**src/hw/rtl/dle_pkg.sv**
```systemverilog
// Shared types, status codes and the CRC-16 byte update for the deframer.
`timescale 1ns / 1ps

package dle_pkg;

   localparam logic [15:0] CRC_POLY = 16'h1021;

   localparam logic [1:0] STATUS_OK        = 2'd0;
   localparam logic [1:0] STATUS_BAD_CRC   = 2'd1;
   localparam logic [1:0] STATUS_TOO_SHORT = 2'd2;
   localparam logic [1:0] STATUS_ABORTED   = 2'd3;

   localparam logic [1:0] REG_CRC_INIT    = 2'd0;
   localparam logic [1:0] REG_START_CODE  = 2'd1;
   localparam logic [1:0] REG_END_CODE    = 2'd2;
   localparam logic [1:0] REG_ESCAPE_CODE = 2'd3;

   typedef struct packed {
      logic [15:0] crc_init;
      logic [7:0]  start_code;
      logic [7:0]  end_code;
      logic [7:0]  escape_code;
   } cfg_type;

   typedef struct packed {
      logic       is_frame_end;
      logic [7:0] content_byte;
      logic [1:0] frame_status;
   } result_type;

   // CRC-16, MSB first, one byte per call (eight shift steps unrolled).
   function automatic logic [15:0] crc_byte(input logic [15:0] crc, input logic [7:0] data);
      logic [15:0] c;
      c = crc ^ {data, 8'h00};
      for (int i = 0; i < 8; i++) begin
         if (c[15]) begin
            c = {c[14:0], 1'b0} ^ CRC_POLY;
         end else begin
            c = {c[14:0], 1'b0};
         end
      end
      return c;
   endfunction

endpackage

```
**src/hw/rtl/dle_csr.sv**
```systemverilog
// Configuration register file behind the APB-style port.
`timescale 1ns / 1ps

module dle_csr
   import dle_pkg::*;
(
   input  logic        clock,
   input  logic        reset,
   input  logic        csr_psel,
   input  logic        csr_penable,
   input  logic        csr_pwrite,
   input  logic [3:0]  csr_paddr,
   input  logic [31:0] csr_pwdata,
   output logic [31:0] csr_prdata,
   output logic        csr_pready,
   output cfg_type     cfg
);

   cfg_type    cfg_ff;
   cfg_type    cfg_in;
   logic       write_en;
   logic [1:0] reg_index;

   assign reg_index  = csr_paddr[3:2];
   assign write_en   = csr_psel && csr_penable && csr_pwrite;
   assign csr_pready = 1'b1;
   assign cfg        = cfg_ff;

   always_comb begin
      cfg_in = cfg_ff;
      if (write_en) begin
         case (reg_index)
            REG_CRC_INIT:    cfg_in.crc_init    = csr_pwdata[15:0];
            REG_START_CODE:  cfg_in.start_code  = csr_pwdata[7:0];
            REG_END_CODE:    cfg_in.end_code    = csr_pwdata[7:0];
            REG_ESCAPE_CODE: cfg_in.escape_code = csr_pwdata[7:0];
            default:         cfg_in = cfg_ff;
         endcase
      end
   end

   always_comb begin
      case (reg_index)
         REG_CRC_INIT:    csr_prdata = {16'h0000, cfg_ff.crc_init};
         REG_START_CODE:  csr_prdata = {24'h000000, cfg_ff.start_code};
         REG_END_CODE:    csr_prdata = {24'h000000, cfg_ff.end_code};
         REG_ESCAPE_CODE: csr_prdata = {24'h000000, cfg_ff.escape_code};
         default:         csr_prdata = 32'h0000_0000;
      endcase
   end

   always_ff @(posedge clock) begin
      if (reset) begin
         cfg_ff.crc_init    <= 16'h0000;
         cfg_ff.start_code  <= 8'h01;
         cfg_ff.end_code    <= 8'h04;
         cfg_ff.escape_code <= 8'h10;
      end else begin
         cfg_ff <= cfg_in;
      end
   end

endmodule

```
**src/hw/rtl/dle_deframe.sv**
```systemverilog
// Frame state, byte unstuffing, two-word hold-back and CRC check for one word per cycle while step is high.
`timescale 1ns / 1ps

module dle_deframe
   import dle_pkg::*;
(
   input  logic       clock,
   input  logic       reset,
   input  cfg_type    cfg,
   input  logic       step,
   input  logic [7:0] rx_byte,
   output logic       res_valid,
   output result_type result
);

   logic        in_frame_ff, in_frame_in;
   logic        escape_pending_ff, escape_pending_in;
   logic [15:0] running_crc_ff, running_crc_in;
   logic [7:0]  older_held_ff, older_held_in;
   logic [7:0]  newer_held_ff, newer_held_in;
   logic [1:0]  held_count_ff, held_count_in;
   logic        forwarded_any_ff, forwarded_any_in;

   logic        literal;
   logic [15:0] rx_crc;

   assign rx_crc = {newer_held_ff, older_held_ff};

   always_comb begin
      in_frame_in       = in_frame_ff;
      escape_pending_in = escape_pending_ff;
      running_crc_in    = running_crc_ff;
      older_held_in     = older_held_ff;
      newer_held_in     = newer_held_ff;
      held_count_in     = held_count_ff;
      forwarded_any_in  = forwarded_any_ff;
      literal           = 1'b0;
      res_valid         = 1'b0;
      result            = '0;

      if (step) begin
         if (escape_pending_ff) begin
            escape_pending_in = 1'b0;
            literal           = 1'b1;
         end else if (rx_byte == cfg.escape_code) begin
            escape_pending_in = 1'b1;
         end else if (rx_byte == cfg.start_code) begin
            // A start code inside a frame aborts it; either way a fresh frame begins.
            if (in_frame_ff) begin
               res_valid           = 1'b1;
               result.is_frame_end = 1'b1;
               result.frame_status = STATUS_ABORTED;
            end
            in_frame_in      = 1'b1;
            running_crc_in   = crc_byte(cfg.crc_init, cfg.start_code);
            held_count_in    = 2'd0;
            forwarded_any_in = 1'b0;
         end else if (rx_byte == cfg.end_code) begin
            if (in_frame_ff) begin
               res_valid           = 1'b1;
               result.is_frame_end = 1'b1;
               if (!held_count_ff[1] || !forwarded_any_ff) begin
                  result.frame_status = STATUS_TOO_SHORT;
               end else if (rx_crc == running_crc_ff) begin
                  result.frame_status = STATUS_OK;
               end else begin
                  result.frame_status = STATUS_BAD_CRC;
               end
               in_frame_in      = 1'b0;
               held_count_in    = 2'd0;
               forwarded_any_in = 1'b0;
            end
         end else begin
            literal = 1'b1;
         end

         // The two newest words are held back, since they may be the trailing CRC.
         if (literal && in_frame_ff) begin
            if (held_count_ff[1]) begin
               res_valid           = 1'b1;
               result.content_byte = older_held_ff;
               running_crc_in      = crc_byte(running_crc_ff, older_held_ff);
               forwarded_any_in    = 1'b1;
            end else begin
               held_count_in = held_count_ff + 2'd1;
            end
            older_held_in = newer_held_ff;
            newer_held_in = rx_byte;
         end
      end
   end

   always_ff @(posedge clock) begin
      if (reset) begin
         in_frame_ff       <= 1'b0;
         escape_pending_ff <= 1'b0;
         held_count_ff     <= 2'd0;
         forwarded_any_ff  <= 1'b0;
      end else begin
         in_frame_ff       <= in_frame_in;
         escape_pending_ff <= escape_pending_in;
         held_count_ff     <= held_count_in;
         forwarded_any_ff  <= forwarded_any_in;
      end
      running_crc_ff <= running_crc_in;
      older_held_ff  <= older_held_in;
      newer_held_ff  <= newer_held_in;
   end

endmodule

```
**src/hw/rtl/dle_frame_deframer_crc16_core.sv**
```systemverilog
// Top level of the byte-stuffed frame deframer with CRC-16 check.
`timescale 1ns / 1ps

// Accepts one received word per cycle when not stalled and returns at most one result word
// for each: a command or payload byte, forwarded two words late so the CRC bytes are never
// passed on, or an end-of-frame status (0 ok, 1 bad CRC, 2 too short, 3 aborted by a new
// start code). Each word passes an input register, then combinational decode and CRC logic,
// then the result register. The rate is one word per clock when the output is not stalled,
// set by the combinational eight-bit CRC update. Configuration is to be written only while
// no word is in flight.
module dle_frame_deframer_crc16_core
   import dle_pkg::*;
(
   input  logic        clock,
   input  logic        reset,
   input  logic        req_valid,
   output logic        req_ready,
   input  logic [7:0]  req_rx_byte,
   output logic        rsp_valid,
   input  logic        rsp_ready,
   output logic        rsp_is_frame_end,
   output logic [7:0]  rsp_content_byte,
   output logic [1:0]  rsp_frame_status,
   input  logic        csr_psel,
   input  logic        csr_penable,
   input  logic        csr_pwrite,
   input  logic [3:0]  csr_paddr,
   input  logic [31:0] csr_pwdata,
   output logic [31:0] csr_prdata,
   output logic        csr_pready
);

   cfg_type    cfg;
   logic       in_valid_ff, in_valid_in;
   logic [7:0] in_byte_ff, in_byte_in;
   logic       rsp_valid_ff, rsp_valid_in;
   result_type rsp_data_ff, rsp_data_in;
   logic       out_free;
   logic       advance;
   logic       res_valid;
   result_type result;

   dle_csr u_csr (
      .clock       (clock),
      .reset       (reset),
      .csr_psel    (csr_psel),
      .csr_penable (csr_penable),
      .csr_pwrite  (csr_pwrite),
      .csr_paddr   (csr_paddr),
      .csr_pwdata  (csr_pwdata),
      .csr_prdata  (csr_prdata),
      .csr_pready  (csr_pready),
      .cfg         (cfg)
   );

   dle_deframe u_deframe (
      .clock     (clock),
      .reset     (reset),
      .cfg       (cfg),
      .step      (advance),
      .rx_byte   (in_byte_ff),
      .res_valid (res_valid),
      .result    (result)
   );

   // The held word is processed only when the result register can take its result.
   assign out_free  = !rsp_valid_ff || rsp_ready;
   assign advance   = in_valid_ff && out_free;
   assign req_ready = !in_valid_ff || advance;

   always_comb begin
      in_valid_in  = in_valid_ff;
      in_byte_in   = in_byte_ff;
      rsp_valid_in = rsp_valid_ff;
      rsp_data_in  = rsp_data_ff;
      if (advance) begin
         in_valid_in = 1'b0;
      end
      if (req_valid && req_ready) begin
         in_valid_in = 1'b1;
         in_byte_in  = req_rx_byte;
      end
      if (rsp_valid_ff && rsp_ready) begin
         rsp_valid_in = 1'b0;
      end
      if (advance && res_valid) begin
         rsp_valid_in = 1'b1;
         rsp_data_in  = result;
      end
   end

   always_ff @(posedge clock) begin
      if (reset) begin
         in_valid_ff  <= 1'b0;
         rsp_valid_ff <= 1'b0;
      end else begin
         in_valid_ff  <= in_valid_in;
         rsp_valid_ff <= rsp_valid_in;
      end
      in_byte_ff  <= in_byte_in;
      rsp_data_ff <= rsp_data_in;
   end

   assign rsp_valid        = rsp_valid_ff;
   assign rsp_is_frame_end = rsp_data_ff.is_frame_end;
   assign rsp_content_byte = rsp_data_ff.content_byte;
   assign rsp_frame_status = rsp_data_ff.frame_status;

   // A held input word must not be dropped or overwritten while the output is stalled.
   assert property (@(posedge clock) disable iff (reset)
      in_valid_ff && !advance |=> in_valid_ff && $stable(in_byte_ff))
      else $error("input word lost while stalled");

   // A result produced by the decode stage must show up at the output next cycle.
   assert property (@(posedge clock) disable iff (reset)
      advance && res_valid |=> rsp_valid_ff)
      else $error("decode result not registered");

   // Content words carry no status, and status words carry no content.
   assert property (@(posedge clock) disable iff (reset)
      rsp_valid_ff |-> (rsp_data_ff.is_frame_end ? rsp_data_ff.content_byte == 8'h00
                                                 : rsp_data_ff.frame_status == STATUS_OK))
      else $error("result word mixes content and status");

endmodule

```
**config.mk**
```make
export PLATFORM = sky130hd
export DESIGN_NAME = dle_frame_deframer_crc16_core
export DESIGN_NICKNAME = d
export VERILOG_FILES = /design/src/hw/rtl/dle_pkg.sv /design/src/hw/rtl/dle_csr.sv /design/src/hw/rtl/dle_deframe.sv /design/src/hw/rtl/dle_frame_deframer_crc16_core.sv
export SDC_FILE = /design/constraint.sdc
export NUM_CORES = 1
export LEC_CHECK = 0
export BUFFER_PORTS_ARGS = -buffer_cell sky130_fd_sc_hd__buf_2
export CORE_MARGIN = 3
export CORE_UTILIZATION = 30
export CTS_CLUSTER_DIAMETER = 100
export DETAILED_ROUTE_END_ITERATION = 16
export GPL_TIMING_DRIVEN = 0
export PLACE_DENSITY = 0.57
export SYNTH_ARGS = -nofsm -noshare
export SYNTH_HDL_FRONTEND = slang
export SYNTH_SLANG_ARGS = --single-unit
```
**constraint.sdc**
```tcl
create_clock -name clock -period 3.6 [get_ports clock]
set_clock_uncertainty 0.2 [all_clocks]
set_input_delay 0.36 -clock clock [delete_from_list [all_inputs] [get_ports clock]]
set_output_delay 0.36 -clock clock [all_outputs]
set_load 0.05 [all_outputs]
```
# [Word level (Yosys, flattened, before mapping)]
# Cells that the tools add are included.
[op_classes] addsub=1 eq_ne=7 muxes=112 bitwise_logic=21 reduce_logical=26
[ops] operator="$mux W16" count=54
[ops] operator="$mux W13" count=16
[ops] operator="$pmux W32 S4" count=1
[ops] operator="$not A3 Y3" count=16
[ops] operator="$xor A16 B16 Y16" count=2
[ops] operator="$mux W1" count=29
[ops] operator="$eq A8 B8 Y1" count=3
[ops] operator="$mux W2" count=12
[ops] operator="$eq A16 B16 Y1" count=1
[ops] operator="$reduce_and A2 Y1" count=5
[ops] operator="$logic_and A1 B1 Y1" count=7
[ops] operator="$reduce_bool A2 Y1" count=3
[ops] operator="$eq A2 B2 Y1 const B" count=2
[ops] operator="$logic_not A1 Y1" count=4
[ops] operator="$reduce_and A4 Y1" count=1
[ops] operator="$logic_or A1 B1 Y1" count=3
[ops] operator="$not A1 Y1" count=3
[ops] operator="$reduce_and A3 Y1" count=1
[ops] operator="$reduce_or A3 Y1" count=1
[ops] operator="$add A2 B1 Y2 const B" count=1
[ops] operator="$eq A2 B1 Y1 const B" count=1
[ops] operator="$logic_not A2 Y1" count=1
[totals] register_bits=98 in_bits=51 out_inout_bits=46

# [Longest topological paths before layout]
# Gate-level depths: netlist of the first run.
[depth] ltp_word=50 ltp_mapped=7 mapped_depth_nobuf=7

# [Hierarchy]
# From an unflattened synthesis of the first run, not the netlist that was laid out.
[unflattened] cells_unflattened=449 area_unflattened_um2=5377.7
[by_module_without_submodules] mod="dle_deframe" instances=1 cells_per_inst=224 area_each_um2=2613.8
[by_module_without_submodules] mod="dle_csr" instances=1 cells_per_inst=195 area_each_um2=2090.8
[by_module_without_submodules] mod="dle_frame_deframer_crc16_core" instances=1 cells_per_inst=30 area_each_um2=673.1

# [Least setup slack after synthesis of the first run]
# Ideal clock, no wire load.
[synth_timing] path_type="register to register" from="register rsp_valid_ff, in the netlist rsp_valid" to="register rsp_data_ff (netlist bit rsp_content_byte[0]) (enable)" setup_ns=0.345 arrival_ns=2.130 t_required_ns=3.055 slack_ns=0.925 path_stages_with_launch=8 cell_sequence="dfxtp_1 -> nand2b_1 -> nand2_1 -> inv_1 -> nand2_1 -> or3_1 -> a21o_1 -> nand2_1"
[synth_between] elab_chain_cells=5
[synth_lines] item="from (decl)" line_no="dle_frame_deframer_crc16_core.sv:36" text="logic rsp_valid_ff, rsp_valid_in;"
[synth_lines] item="from (signal assigned)" line_no="dle_frame_deframer_crc16_core.sv:98" text="rsp_valid_ff <= rsp_valid_in;"
[synth_lines] item="$logic_not A1 Y1 (*)" line_no="dle_frame_deframer_crc16_core.sv:67" text="assign out_free = !rsp_valid_ff || rsp_ready;"
[synth_lines] item="$logic_or A1 B1 Y1 (*)" line_no="dle_frame_deframer_crc16_core.sv:67"
[synth_lines] item="$logic_and A1 B1 Y1 (*)" line_no="dle_frame_deframer_crc16_core.sv:68" text="assign advance = in_valid_ff && out_free;"
[synth_lines] item="via advance" line_no="dle_frame_deframer_crc16_core.sv:39" text="logic advance;"
[synth_lines] item="$mux W1" line_no="dle_deframe.sv:41" text="if (step) begin"
[synth_lines] item="$logic_and A1 B1 Y1 (*)" line_no="dle_frame_deframer_crc16_core.sv:86" text="if (advance && res_valid) begin"
[synth_lines] item="to (signal assigned)" line_no="dle_frame_deframer_crc16_core.sv:101" text="rsp_data_ff <= rsp_data_in;"
[synth_lines] item="to (decl)" line_no="dle_frame_deframer_crc16_core.sv:37" text="result_type rsp_data_ff, rsp_data_in;"
# The timed path passes the listed nets; every way through them passes the cells marked *.
# A chain may end at the register's enable or synchronous reset.

# [Final worst setup path of the first run]
[layout_timing] from="register rsp_valid_ff, in the netlist rsp_valid" to="register rsp_data_ff (netlist bit rsp_content_byte[5]) (enable)"
# The elaborated chain is that of the path after synthesis.

==> results of run 1 <==
-- where the power goes --
part / internal (mW) / switching, mW / total [mW]
clock: 0.608 / 0.419 / 1.03
sequential: 1.19 / 0.0331 / 1.23
combinational: 0.0891 / 0.138 / 0.227
-- state kept, by name, summed over array words and instances (netlist names) --
register                     cells
rsp_is_frame_end                 1
u_deframe.running_crc_ff        16
rsp_frame_status                 2
u_deframe.newer_held_ff          8
u_deframe.held_count_ff          2
u_csr.cfg                       40
in_byte_ff                       8
u_deframe.escape_pending_ff      1
rsp_content_byte                 8
u_deframe.forwarded_any_ff       1
rsp_valid                        1
in_valid_ff                      1
u_deframe.in_frame_ff            1
u_deframe.older_held_ff          8
-- layout make-up --
| cell class | instances | area [um^2] |
|---|---|---|
| fill | 1617 | 10100 |
| sequential | 98 | 2470 |
| multi-input combinational | 327 | 2390 |
| timing repair buffer | 68 | 380 |
| tap | 216 | 270 |
| clock buffer | 9 | 225 |
| buffer | 30 | 189 |
| clock inverter | 7 | 91.3 |
| inverter | 4 | 15.0 |
-- stage by stage --
stage	instance area [um^2]	total power, mW
global route	6030	2.56
floorplan	5060	1.41
detailed placement	5630	1.47
finish	6030	2.48
global placement	5630	1.47
CTS	6030	2.51
-- layout by cell type (no fill, tap or decap), types with 2 or more instances in the layout --
cell	synthesis	routed
sky130_fd_sc_hd__clkinv_2	0	2
sky130_fd_sc_hd__nor4_2	2	2
sky130_fd_sc_hd__buf_4	18	18
sky130_fd_sc_hd__mux4_2	8	8
sky130_fd_sc_hd__xnor2_1	54	54
sky130_fd_sc_hd__nor3_1	3	3
sky130_fd_sc_hd__dfxtp_1	47	47
sky130_fd_sc_hd__nand2b_1	2	2
sky130_fd_sc_hd__a21oi_1	23	23
sky130_fd_sc_hd__dlygate4sd3_1	0	8
sky130_fd_sc_hd__xor2_1	34	34
sky130_fd_sc_hd__and2_1	19	19
sky130_fd_sc_hd__nor2_2	1	2
sky130_fd_sc_hd__or3_1	6	6
sky130_fd_sc_hd__clkbuf_16	0	9
sky130_fd_sc_hd__nor2_1	28	27
sky130_fd_sc_hd__nor4_1	3	3
sky130_fd_sc_hd__inv_1	4	4
sky130_fd_sc_hd__edfxtp_1	51	51
sky130_fd_sc_hd__nand2_1	46	46
sky130_fd_sc_hd__conb_1	2	17
sky130_fd_sc_hd__clkbuf_1	8	8
sky130_fd_sc_hd__buf_2	1	61
sky130_fd_sc_hd__o21ai_0	3	3
sky130_fd_sc_hd__mux2_1	4	4
sky130_fd_sc_hd__nand4_1	6	6
sky130_fd_sc_hd__nand3_1	3	3
sky130_fd_sc_hd__bufinv_16	0	2
sky130_fd_sc_hd__mux2i_1	52	52
sky130_fd_sc_hd__buf_1	2	2
-- layer usage --
metal	GRT usage	wire length [um]
met3	0.0342	562
met1	0.182	5580
met5	0	0
met2	0.235	6000
met4	0.0487	280
-- kinds of logic after synthesis --
kind of cell / synth area share
other: 0.00150
flip-flops: 0.494
AND/OR/NAND/NOR: 0.122
XOR/XNOR: 0.154
multiplexers: 0.149
buffers and inverters: 0.0407
AO/OA/AOI/OAI: 0.0385
-- worst max-delay path, stage by stage (launching register included) --
cell and delay, ps:
sky130_fd_sc_hd__dfxtp_1 320, sky130_fd_sc_hd__nand2b_1 90, sky130_fd_sc_hd__nand2_1 140, sky130_fd_sc_hd__inv_1 580, sky130_fd_sc_hd__nand2_1 260, sky130_fd_sc_hd__or3_1 430, sky130_fd_sc_hd__a21o_1 200, sky130_fd_sc_hd__nand2_1 360
-- path summary, 6_finish.rpt --
check        slack (ps)     startpoint  cells past startpoint                  end
min                  40      req_valid                      3          in_valid_ff
max reg2reg         650      rsp_valid                      7  rsp_content_byte[5]
max                 650      rsp_valid                      7  rsp_content_byte[5]
min reg2reg         290  u_csr.cfg[35]                      2        u_csr.cfg[35]
-- repair_timing --
action	4_1_cts	5_1_grt
endpoints found under the hold margin	8	0
hold buffers	8	0
endpoints found under the setup margin	0	0
==> flow_summary_export.csv, run 1 <==
group,metric,value,unit
status,status,"finished clean",
yosys,synth.largest_area_cell,"sky130_fd_sc_hd__edfxtp_1",
placement,place.port_buffers,60,
timing,timing.final.setup_violations,0,
final_layout,num_antenna_cells,0,
yosys,synth_cells,444,
timing,tns,0,ps
yosys,postSynthRegisterBits,98,
global_routing,vias_in_the_first_global_route,3594,
yosys,yosysSeqAreaShare,0.494,
final_layout,layout-drive-gt1-share,0.204,
critical_path,setup.worst_path.class,"reg -> reg",
floorplan,width_of_the_chip,135,um
final_layout,utilization,0.374,
clock_tree,maximum_level_of_the_cts_h_tree,3,
global_routing,grt_first_pass_wirelength,19.9,mm
timing,max_freq,339,MHz
yosys,synth_flop_cell,"sky130_fd_sc_hd__edfxtp_1",
placement,gp_congestion,0.894,
floorplan,die_h,135,um
global_routing,number_of_antenna_violations_at_the_first_check_in_global_routing,0,
yosys,synth_enable_flop_cells,51,
placement,post-place-ws,339,ps
timing,slew_headroom,0.374,
route,routed_wirelength,12.4,mm
power,power.density_cell_area,411,nW/um^2
global_routing,grt_overflow,0,
critical_path,worstPathArrival,2750,ps
clock_tree,clock_latency_at_the_later_pin_of_the_worst_skew_pair,350,ps
clock_tree,cts_post_setup_buffers_inserted,0,
floorplan,top_level_ports,97,
yosys,async_reset_ff_frac,0,
yosys,yosys.cell_count.top_type,"sky130_fd_sc_hd__xnor2_1",
timing,layout_setup_ws,648,ps
route,ant_nets,0,
yosys,yosysUniqueCellTypes,40,
critical_path,worst_ep_required_time,3400,ps
route,routed_via_density,4.62,
run,drv_cap,0,
min_path,hp-class,"in -> reg",
floorplan,count_of_standard_cell_rows,46,
floorplan,effective_utilization_at_floorplan,0.311,
placement,post-place-cells,735,
route,detailroute.via_count,3507,
global_routing,globalRouteTotalUtil,0.142,
final_layout,final_nets,589,
clock_tree,clock_tree.root_cell,"sky130_fd_sc_hd__clkbuf_16",
yosys,synth_area_per_cell,11.3,um^2
critical_path,setup.worst_path.end_class,"flip-flop",
route,number_of_remaining_drc_errors,0,
global_routing,grt_max_degree,18,
yosys,synth-warning-count,0,
power,power.static_leakage,2.27,nW
critical_path,worstPathMaxFanout,17,
yosys,synth_area,5010,um^2
clock_tree,clk_pin_slew,70,ps
floorplan,core_area,16100,um^2
clock_tree,cts_resized,0,
yosys,netlist_top_cells_area,"sky130_fd_sc_hd__edfxtp_1, sky130_fd_sc_hd__dfxtp_1, sky130_fd_sc_hd__mux2i_1",
yosys,synth_top_area_frac,0.306,
clock_tree,clk_path_buf_depth,2,
critical_path,worstSetupStartpointType,"flip-flop",
clock_tree,cts_buffers,9,
clock_tree,clkSinkCount,98,
timing,finalHoldViolations,0,
clock_tree,cts_tree,"built",
yosys,synth_cell_count_leaders,"sky130_fd_sc_hd__xnor2_1, sky130_fd_sc_hd__mux2i_1, sky130_fd_sc_hd__edfxtp_1",
final_layout,instances_no_fill,759,
route,detail_route.iter0.violations,237,
route,wire_per_inst,16.4,um
timing,worst_hold_slack,41.3,ps
final_layout,syn_to_final_growth,20.5,%
route,firstDrtPassIters,4,
placement,dpl.hpwl,9.72,mm
timing,grt_setup_unrepaired,"no",
timing,period_needed,2950,ps
timing,max_slew_violation_count,0,
timing,min_period_over_period,0.820,
timing,tightest_slew,935,ps
floorplan,floorplan.die_area,18300,um^2
power,ir_drop,0.311,mV
Note: power is estimated with default switching activity, not from simulation.
==> run 2: changes to the inputs <==
ABC_AREA = 1   (was unset)
PLACE_DENSITY = 0.56   (was 0.57)
clock period = 2.85 ns   (was 3.6 ns; I/O delays follow)
==> run 2 against run 1 <==
Core utilization fell by 0.48 points. Non-clock buffer count rose by 5. Routed wire length rose by 6.8%. Hold slack got worse by 34 ps. Die area rose by 3.5%. Combinational power rose by 54%. Clock-buffer cell count rose by 2. Clock power rose by 13%. Critical path depth rose by 4. First-iteration DRC count fell by 8.4%. Setup slack got worse by 280 ps.
==> flow_summary_export.csv, run 2 <==
group,metric,value,unit
floorplan,die_h,138,um
yosys,synth_compound_area_frac,0.114,
route,detail_route.iter0.violations,217,
yosys,synth_top_area_frac,0.295,
timing,min_period_over_period,0.872,
timing,max_slew_violation_count,0,
yosys,synth_enable_flop_cells,51,
critical_path,worst_ep_required_time,2670,ps
final_layout,layout.filler_cells,1771,
timing,tns,0,ps
global_routing,globalRouteTotalUtil,0.145,
timing,slew_headroom,0.454,
yosys,synth_xor_area_frac,0.125,
timing,finalHoldViolations,0,
floorplan,effective_utilization_at_floorplan,0.310,
route,firstDrtPassIters,4,
yosys,yosys.cell_count.top_type,"sky130_fd_sc_hd__nand2_1",
global_routing,grt_first_pass_wirelength,20.9,mm
clock_tree,clock_latency_at_the_later_pin_of_the_worst_skew_pair,350,ps
final_layout,most_frequent_cells_in_the_layout,"sky130_fd_sc_hd__nand2_1, sky130_fd_sc_hd__inv_1, sky130_fd_sc_hd__buf_2",
timing,timing.final.setup_violations,0,
min_path,hp-class,"in -> reg",
power,ir_drop,0.339,mV
timing,layout_setup_ws,364,ps
yosys,async_reset_ff_frac,0,
yosys,yosysUniqueCellTypes,35,
timing,grt_setup_unrepaired,"no",
yosys,synth_flop_cell,"sky130_fd_sc_hd__edfxtp_1",
placement,place.port_buffers,61,
yosys,synth_cell_count_leaders,"sky130_fd_sc_hd__nand2_1, sky130_fd_sc_hd__inv_1, sky130_fd_sc_hd__nor2_1",
timing,period_needed,2490,ps
clock_tree,clk_pin_slew,70,ps
yosys,synth_area,5190,um^2
critical_path,worstPathArrival,2300,ps
yosys,post_synthesis_mux_area_share,0.00193,
run,drv_cap,0,
route,wire_per_inst,14.2,um
clock_tree,cts_buffers,9,
yosys,synth_cells,610,
placement,post-place-ws,-285,ps
yosys,yosysSeqAreaShare,0.476,
global_routing,number_of_antenna_violations_at_the_first_check_in_global_routing,0,
floorplan,top_level_ports,97,
floorplan,count_of_standard_cell_rows,47,
yosys,synth_top_family_by_area,"simple AND/OR/NAND/NOR gates",
yosys,postSynthRegisterBits,98,
yosys,synthAdderAreaFrac,0,
floorplan,width_of_the_chip,138,um
timing,tightest_slew,817,ps
critical_path,setup.worst_path.end_class,"flip-flop",
floorplan,core_area,16800,um^2
clock_tree,clock_tree.root_cell,"sky130_fd_sc_hd__clkbuf_16",
clock_tree,clk_path_buf_depth,2,
critical_path,worstSetupStartpointType,"flip-flop",
yosys,netlist_top_cells_area,"sky130_fd_sc_hd__edfxtp_1, sky130_fd_sc_hd__dfxtp_1, sky130_fd_sc_hd__nand2_1",
timing,max_freq,402,MHz
critical_path,setup.worst_path.class,"reg -> reg",
route,number_of_remaining_drc_errors,0,
global_routing,grt_max_degree,21,
final_layout,syn_to_final_growth,19.3,%
final_layout,layout-drive-gt1-share,0.186,
final_layout,utilization,0.370,
status,status,"finished clean",
critical_path,worstPathMaxFanout,11,
final_layout,final_nets,757,
floorplan,floorplan.die_area,18900,um^2
yosys,synth.largest_area_cell,"sky130_fd_sc_hd__edfxtp_1",
power,power.density_cell_area,494,nW/um^2
clock_tree,cts_tree,"built",
final_layout,largest_reg_flops,40,
yosys,synth-simple-area-share,0.187,
power,power.static_leakage,2.63,nW
final_layout,num_antenna_cells,0,
clock_tree,maximum_level_of_the_cts_h_tree,3,
global_routing,vias_in_the_first_global_route,3860,
timing,worst_hold_slack,7.53,ps
route,ant_nets,0,
route,routed_wirelength,13.3,mm
route,detailroute.via_count,4158,
global_routing,grt_overflow,0,
yosys,synth-warning-count,0,
placement,dpl.hpwl,10.1,mm
final_layout,most_common_library_cell_in_the_layout_ignoring_fill_and_taps,"sky130_fd_sc_hd__nand2_1",
placement,gp_congestion,0.863,
route,routed_via_density,4.47,
yosys,synth_area_per_cell,8.51,um^2
clock_tree,clkSinkCount,98,
-- run 2: cell types whose count changed in the layout (fill, tap and decap cells not counted), sizes merged, moves of 6 or more --
cell   change
a21oi      +8
and2      -19
inv       +63
mux2i     -51
mux4       -8
nand2     +84
nand3     +11
nor2      +43
o21ai     +63
or3        -6
xnor2      -7
xor2       -7
-- run 2: worst paths after layout --
path	start	to	slack [ps]	depth (start not counted)
worst min-delay path	req_valid	in_valid_ff	8	3
worst min register to register	u_deframe.escape_pending_ff	u_deframe.escape_pending_ff	260	2
worst max register to register	in_byte_ff[3]	rsp_content_byte[4]	360	11
worst max-delay path	in_byte_ff[3]	rsp_content_byte[4]	360	11
-- run 2: report_power, final --
group / switching, mW / internal [mW]
sequential: 0.0419 / 1.51
combinational: 0.225 / 0.125
clock: 0.543 / 0.614
total: 0.809 / 2.25
-- run 2: per-layer routing --
layer  up-vias  wire [um]  global-route usage
met5         -          0                   0
met3        16        646              0.0307
met1      1914       6290               0.199
li1       2129          -                   -
met4         0        216              0.0405
met2        99       6110               0.230
-- run 2: cells by family (layout without fill, tap and decap cells) --
kind of cell    Yosys count  count (layout)
compound gates          107             107
xor+xnor                 74              74
flops                    98              98
other cells               2              17
simple gates            227             227
mux                       1               1
buf+inv                 101             187
-- run 2: metrics by stage --
| stage | instance area (um^2) | power (mW) | instances |
|---|---|---|---|
| after detailed placement | 5830 | 1.92 | 906 |
| after CTS | 6190 | 3.07 | 931 |
| after global placement | 5830 | 1.92 | 906 |
| after floorplan | 5250 | 1.83 | 625 |
| after global routing | 6190 | 3.18 | 931 |
| final | 6190 | 3.06 | 931 |
-- run 2: area by class of cell --
type / count / area, um^2 / area share
Clock inverter: 5 / 31.3 / 0.00505
Sequential cell: 98 / 2470 / 0.399
Multi-Input combinational cell: 426 / 2290 / 0.370
Tap cell: 220 / 275 / 0.0444
Timing Repair Buffer: 70 / 393 / 0.0634
Inverter: 68 / 258 / 0.0416
Buffer: 33 / 231 / 0.0374
Clock buffer: 11 / 243 / 0.0392
-- run 2: worst max-delay path, cell delays in order (launching register included) --
cell and delay (ps):
sky130_fd_sc_hd__edfxtp_1 520, sky130_fd_sc_hd__xnor2_1 190, sky130_fd_sc_hd__nand2_1 100, sky130_fd_sc_hd__nor2_1 200
sky130_fd_sc_hd__nand2_2 110, sky130_fd_sc_hd__nand3_2 90, sky130_fd_sc_hd__nand2_2 70, sky130_fd_sc_hd__nand2_2 100
sky130_fd_sc_hd__nor2_4 50, sky130_fd_sc_hd__nand2_2 80, sky130_fd_sc_hd__buf_6 170, sky130_fd_sc_hd__nand2_1 270
-- run 2: timing repair --
| action | in CTS | in global routing |
|---|---|---|
| endpoints found under the setup margin | 11 | 0 |
| buffers inserted | 1 | 0 |
| hold endpoints to repair | 8 | 0 |
| hold buffers | 8 | 0 |
| gates resized for setup | 1 | 0 |
